[src/hw/rtl/pcwrl_pkg.sv]
// -----------------------------------------------------------------------------
// pcwrl_pkg
// Shared types and constants for the per-client window rate limiter.
// -----------------------------------------------------------------------------
package pcwrl_pkg;

   localparam int TABLE_ENTRIES = 64;
   localparam int IDX_W         = (TABLE_ENTRIES > 1) ? $clog2(TABLE_ENTRIES) : 1;

   localparam int OP_W       = 2;
   localparam int KEY_W      = 32;
   localparam int TIME_W     = 64;
   localparam int CNT_W      = 17;
   localparam int VERDICT_W  = 2;
   localparam int REMOVED_W  = 7;
   localparam int RATE_W     = 16;
   localparam int WIN_MS_W   = 24;
   localparam int NS_MS_W    = 20;
   localparam int WIN_NS_W   = WIN_MS_W + NS_MS_W;
   localparam int CSR_IDX_W  = 2;
   localparam int CSR_DATA_W = 24;

   localparam logic [NS_MS_W-1:0] NS_PER_MS = NS_MS_W'(1000000);

   // configuration register indexes
   localparam logic [CSR_IDX_W-1:0] CSR_ENABLED  = 2'd0;
   localparam logic [CSR_IDX_W-1:0] CSR_RATE     = 2'd1;
   localparam logic [CSR_IDX_W-1:0] CSR_BURST    = 2'd2;
   localparam logic [CSR_IDX_W-1:0] CSR_WINDOW   = 2'd3;

   // configuration reset values
   localparam logic                RST_ENABLED   = 1'b1;
   localparam logic [RATE_W-1:0]   RST_RATE      = RATE_W'(100);
   localparam logic [RATE_W-1:0]   RST_BURST     = RATE_W'(20);
   localparam logic [WIN_MS_W-1:0] RST_WINDOW_MS = WIN_MS_W'(1000);

   typedef enum logic [OP_W-1:0] {
      OP_CHECK   = 2'd0,
      OP_RESET   = 2'd1,
      OP_QUERY   = 2'd2,
      OP_CLEANUP = 2'd3
   } op_type;

   typedef enum logic [VERDICT_W-1:0] {
      VERDICT_ALLOWED  = 2'd0,
      VERDICT_DENIED   = 2'd1,
      VERDICT_DISABLED = 2'd2,
      VERDICT_DONE     = 2'd3
   } verdict_type;

   // controller to datapath
   typedef struct packed {
      logic accept;   // latch request word, clear scan results
      logic scan_rd;  // read table entry at scan address, advance
      logic slot_rd;  // read selected slot
      logic eval;     // window expiry check on selected slot
      logic finish;   // commit table update, load result word
   } ctrl_cmd_type;

   // datapath to controller
   typedef struct packed {
      logic scan_last;
      logic out_free;
   } dp_status_type;

endpackage

[src/hw/rtl/pcwrl_ctrl.sv]
// -----------------------------------------------------------------------------
// pcwrl_ctrl
// Sequencer: accept, table scan, slot read, evaluate, commit.
// -----------------------------------------------------------------------------
module pcwrl_ctrl (
   input  logic                     clock,
   input  logic                     reset,
   input  logic                     req_valid,
   output logic                     req_ready,
   input  pcwrl_pkg::dp_status_type status,
   output pcwrl_pkg::ctrl_cmd_type  cmd
);
   import pcwrl_pkg::*;

   typedef enum logic [2:0] {
      ST_IDLE,
      ST_SCAN,
      ST_DRAIN,
      ST_DECIDE,
      ST_EVAL,
      ST_FINISH
   } state_type;

   state_type state_ff;
   state_type state_in;

   always_comb begin
      state_in = state_ff;
      unique case (state_ff)
         ST_IDLE:   if (req_valid) state_in = ST_SCAN;
         ST_SCAN:   if (status.scan_last) state_in = ST_DRAIN;
         ST_DRAIN:  state_in = ST_DECIDE;
         ST_DECIDE: state_in = ST_EVAL;
         ST_EVAL:   state_in = ST_FINISH;
         ST_FINISH: if (status.out_free) state_in = ST_IDLE;
         default:   state_in = ST_IDLE;
      endcase
   end

   always_ff @(posedge clock) begin
      if (reset) begin
         state_ff <= ST_IDLE;
      end else begin
         state_ff <= state_in;
      end
   end

   assign req_ready   = (state_ff == ST_IDLE);
   assign cmd.accept  = (state_ff == ST_IDLE) && req_valid;
   assign cmd.scan_rd = (state_ff == ST_SCAN);
   assign cmd.slot_rd = (state_ff == ST_DECIDE);
   assign cmd.eval    = (state_ff == ST_EVAL);
   assign cmd.finish  = (state_ff == ST_FINISH) && status.out_free;

endmodule

[config.mk]
export PLATFORM = sky130hd
export DESIGN_NAME = pcwrl_ctrl
export DESIGN_NICKNAME = d
export VERILOG_FILES = /design/src/hw/rtl/pcwrl_pkg.sv /design/src/hw/rtl/pcwrl_ctrl.sv
export SDC_FILE = /design/constraint.sdc
export NUM_CORES = 1
export LEC_CHECK = 0
export BUFFER_PORTS_ARGS = -buffer_cell sky130_fd_sc_hd__buf_2
export CAP_MARGIN = 10
export CORE_AREA = 5 5 42 44
export DETAILED_ROUTE_END_ITERATION = 7
export DIE_AREA = 0 0 47 49
export PLACE_DENSITY = 0.33
export REMOVE_ABC_BUFFERS = 1
export SLEW_MARGIN = 20
export SYNTH_ARGS = -nofsm -noshare
export SYNTH_HDL_FRONTEND = slang
export SYNTH_SLANG_ARGS = --single-unit
[constraint.sdc]
create_clock -name clock -period 1 [get_ports clock]
set_input_delay 0.15 -clock clock [delete_from_list [all_inputs] [get_ports clock]]
set_output_delay 0.15 -clock clock [all_outputs]
set_load 0.005 [all_outputs]
==> results of run 1 <==
cells in the mapped netlist (2+ instances only):
master / n / area (um2)
nor2b_1: 2 / 12.5
dfxtp_1: 3 / 60.1
nor2_1: 3 / 11.3
nand2_1: 2 / 7.51
a21oi_1: 2 / 10.0
where the power goes:
part	switching, mW	internal (mW)
Combinational	0.0488	0.0884
Clock	0.0627	0.150
Sequential	0.0178	0.129
Total	0.129	0.366
worst register-to-register path, stage by stage (launching register included):
cell and delay (ps):
dfxtp_4 380, nor3_4 50, buf_4 120, a221o_1 280
a21oi_1 110
layout make-up:
cell class              instances  share of cell area [%]
multi-input cells              18                    36.7
clock buffers                   4                    7.07
inverters                       1                    1.01
flip-flops and latches          3                    19.2
well taps                      16                    5.39
repair buffers                 17                    30.6
worst paths after layout:
kind,startpoint,endpoint
setup reg to reg,state_ff[1],state_ff[0]
hold reg to reg,state_ff[0],state_ff[0]
setup / recovery,state_ff[1],cmd[4]
hold / removal,reset,state_ff[1]
per-layer routing:
layer | GRT usage, % | vias to the layer above | part of all wire (%)
li1 | - | 118 | -
met1 | 5.92 | 108 | 35
met2 | 9.28 | 12 | 50
met3 | 2.58 | 2 | 12
met4 | 5.53 | 0 | 3.0
met5 | 0 | - | 0
per-stage QoR:
stage                     worst slack [ps]  std cells  setup TNS [ps]  hold slack (ps)
after floorplan                       12.8         22               0              227
after global placement               -16.4         52           -16.4              358
after detailed placement             -38.7         52           -38.7              353
after CTS                             -193         59            -951             95.9
after global routing                  -227         59           -1320              106
final                                 -179         59            -837             97.6
repair_timing:
item	CTS	global route
pin swaps	3	2
gates resized for setup	9	5
gates cloned	0	0
buffers inserted	3	0
setup endpoints to repair	7	8
cells by family after synthesis:
logic type	synth area share (%)
compound gates	21.1
buf+inv	4.76
flops	32.7
mux	5.44
simple gates	36.1
==> metrics.txt, run 1 <==
CTS tree built; Worst Max-Slew Pin Slew 156 ps; initial antenna violation count 0; global route total overflow 0; post-synthesis sequential area ratio 32.7%; DRC Markers 0; Vias/cell 4.07; vias in the first global route 255; Initial Utilization 13.1%; RSZ-0062 raised after global routing true; crit-path max cell delay 360 ps; CP Buf/Inv Count 1; crit path max-delay cell type dfxtp_4; CP Max Fanout 6; mapped cell area 184 um2; arrival time at the worst endpoint 1030 ps; Pins Over Slew Limit 0; failing checks negative setup slack; Largest register FFs 3; most common cell after layout, fill and taps aside buf_2; clk buf depth 2; Post-synth EDFFs 0; Wirelength per Cell 10.3 um; crit path time final 1180 ps; GPL Wtd Cong 0.649; first-pass GRT wire length 1010 um; area occupied by multi-input gates 136 um2; Clock Tree Root clkbuf_4; worst min path class in -> reg; status complete, but fails checks; setup violators final 8; Synth-to-Final Area Change 102%; # hold bufs at CTS 0; final antenna-violating net count 0; biggest regs state_ff x3; # fillers 172; fmax 848 MHz; die height 49 um; ys flop type dfxtp_1; Clock Skew 2.66 ps; Avg Inst Size Synth 8.00 um2; H-tree Lvls 1; Tot GR Track Use 6.12%; maximum vdd ir drop 0.000517 V; largest net degree at the start of global routing 7; clock latency on the worst-skew pair 230 ps; TritonCTS Sinks 3; antenna cells 0; Slew HR 89.3%; number of port buffers 10; post-route cell area 372 um2; share of cells above drive strength 1 65.1%; post-synthesis async set-or-reset flop share 0%; Critical Path Source Type flop; Worst R2R Setup Slack -20 ps; largest reg by FF count state_ff; Die Width 47 um; max_cap viols 0; clock slew seen by the registers of the worst setup and hold paths 40 ps; Setup crit end kind output port; final-report hold violation count 0; Worst path depth 3; power per cell area 1330 nW/um2; # nets final 49; Die ar. 2300 um2; Num CTS Buffers 3; routed via count 240; post-route worst setup slack -179 ps; critical-path cell list nor3_4, and2_1, buf_2; Post-DP Area 279 um2; Synth warnings 0; 1st-iter DRT viols 1; WHS Path Cells 2; Reg2Reg Depth 4; Final Util 26.5%; critical path class reg -> out; Post-Synthesis Cells 23; Distinct cells, synth 16; row cnt 14; FF+latch area 71.3 um2; Ports 11; CP required 850 ps; first drt pass iteration count 4; Top Family by Delay on Critical Path flip-flops; most frequent cells in the layout buf_2 (10), buf_4 (4), clkbuf_4 (3), buf_6 (3), dfxtp_4 (3); #FFs+latches synth 3; Routed WL 610 um; Period Utilization, post-route 118%; P_leak 0.186 nW; core area 1400 um2; total power 0.496 mW
Note: power is estimated with default switching activity, not from simulation.
==> inputs of run 2 (changes only) <==
CAP_MARGIN = 40   (was 10)
CELL_PAD_IN_SITES_DETAIL_PLACEMENT = 0   (was unset)
CELL_PAD_IN_SITES_GLOBAL_PLACEMENT = 2   (was unset)
PLACE_DENSITY = 0.54   (was 0.33)
==> run 2 against run 1 <==
Compared with the run above: the flow still finishes with violations (negative setup slack); final area shrank 3.0%; wire length shrank 7.9%; register-to-register slack lost 70 ps; combinational power shrank 10%; maximum frequency shrank 0.62%; core utilization shrank 0.80 points; via count shrank 5.8%; hold slack lost 4.2 ps; highest routed layer is now met3.
==> metrics.txt, run 2 (same netlist as run 1, synthesis figures left out) <==
# hold bufs at CTS 0 (unchanged); global route total overflow 0 (unchanged); DPL Wire Length 403 um; Wirelength per Cell 9.86 um (was 10.3 um); status complete, but fails checks (unchanged); RSZ-0062 raised after global routing true (unchanged); Die ar. 2300 um2 (unchanged); power per cell area 1340 nW/um2 (was 1330 nW/um2); most frequent cells in the layout buf_2 (10), clkbuf_4 (3), buf_4 (3), dfxtp_4 (3) (was buf_2 (10), buf_4 (4), clkbuf_4 (3), buf_6 (3), dfxtp_4 (3)); maximum vdd ir drop 0.000693 V (was 0.000517 V); wire length on met3 101 um (was 74 um); Ports 11 (unchanged); fmax 843 MHz (was 848 MHz); area occupied by multi-input gates 144 um2 (was 136 um2); P_leak 0.171 nW (was 0.186 nW); FF+latch area 71.3 um2 (unchanged); Die Width 47 um (unchanged); first-pass GRT wire length 883 um (was 1010 um); Setup crit end kind output port (unchanged); final-report hold violation count 0 (unchanged); biggest regs state_ff x3 (unchanged); critical path class reg -> out (unchanged); largest net degree at the start of global routing 8 (was 7); # fillers 165 (was 172); initial antenna violation count 0 (unchanged); clock slew seen by the registers of the worst setup and hold paths 40 ps (about the same); Pins Over Slew Limit 0 (unchanged); post-route worst setup slack -187 ps (was -179 ps); H-tree Lvls 1 (unchanged); Clock Skew 2.29 ps (was 2.66 ps); Clock Tree Root clkbuf_4 (unchanged); Final Util 25.7% (was 26.5%); GPL Wtd Cong 0.666 (was 0.649); first drt pass iteration count 2 (was 4); CP required 850 ps (about the same); Synth-to-Final Area Change 95.9% (was 102%); clk buf depth 2 (unchanged); Largest register FFs 3 (unchanged); worst min path class in -> reg (unchanged); CTS tree built (unchanged); Critical Path Source Type flop (unchanged); met2 routed WL 230 um (was 302 um); # nets final 47 (was 49); share of cells above drive strength 1 65.9% (was 65.1%); met1 WL 231 um (was 215 um); Tot GR Track Use 5.63% (was 6.12%); most common cell after layout, fill and taps aside buf_2 (unchanged); vias in the first global route 208 (was 255); CP Max Fanout 6 (unchanged); routed via count 226 (was 240); Worst Max-Slew Pin Slew 139 ps (was 156 ps); 1st-iter DRT viols 4 (was 1); antenna cells 0 (unchanged); Vias/cell 3.96 (was 4.07); total power 0.483 mW (was 0.496 mW); setup violators final 7 (was 8); Routed WL 562 um (was 610 um); core area 1400 um2 (unchanged); crit path time final 1190 ps (was 1180 ps); row cnt 14 (unchanged); max_cap viols 0 (unchanged); final antenna-violating net count 0 (unchanged); number of port buffers 10 (unchanged); DRC Markers 0 (unchanged); Worst R2R Setup Slack -90 ps (was -20 ps); Initial Utilization 13.1% (unchanged); clock latency on the worst-skew pair 230 ps (about the same); Slew HR 90.5% (was 89.3%); failing checks negative setup slack (unchanged); DR top layer met3 (was met4); arrival time at the worst endpoint 1040 ps (was 1030 ps); largest reg by FF count state_ff (unchanged); Period Utilization, post-route 119% (was 118%); TritonCTS Sinks 3 (unchanged); die height 49 um (unchanged); Num CTS Buffers 3 (unchanged)
run 2: what timing repair did:
action	in CTS	in global routing
buffers inserted	0	2
endpoints found under the setup margin	7	7
pin swaps	1	2
resized for setup	9	5
run 2: cell type report:
| type | count | area share, % |
|---|---|---|
| clock buffer | 4 | 7.29 |
| inverter | 1 | 1.04 |
| multi-input combinational | 18 | 39.9 |
| sequential | 3 | 19.8 |
| tap | 16 | 5.56 |
| timing repair buffer | 15 | 26.4 |
run 2: routing by layer:
metal / GRT usage (%) / vias up
met5: 0 / -
met4: 2.76 / 0
met3: 5.90 / 0
met2: 6.79 / 11
met1: 6.15 / 100
li1: - / 115
run 2: power by group:
group          leakage [nW]  switching, mW  internal, mW  total, mW
registers            0.0267         0.0204         0.129      0.149
clock network        0.0150         0.0612         0.149      0.211
logic                 0.129         0.0443        0.0792      0.123
run 2: critical path: stages, from the launching register on:
cell and delay (ps):
dfxtp_4 360, nor3_4 200, and2_1 140, buf_2 100
run 2: stage by stage:
| stage | worst slack, ps | instances | area, um2 | hold WS, ps | TNS, ps |
|---|---|---|---|---|---|
| floorplan | 12.8 | 22 | 179 | 227 | 0 |
| detailed placement | -18.4 | 51 | 272 | 344 | -18.4 |
| global placement | -17.2 | 51 | 272 | 348 | -17.2 |
| finish | -187 | 57 | 360 | 93.5 | -789 |
| global route | -231 | 57 | 360 | 104 | -1160 |
| CTS | -197 | 55 | 324 | 92.5 | -850 |
run 2: path summary, 6_finish.rpt:
path,startpoint,end,cells past startpoint
setup / recovery,state_ff[0],cmd[4],3
setup reg to reg,state_ff[2],state_ff[0],4
hold reg to reg,state_ff[0],state_ff[0],1
hold / removal,reset,state_ff[1],2
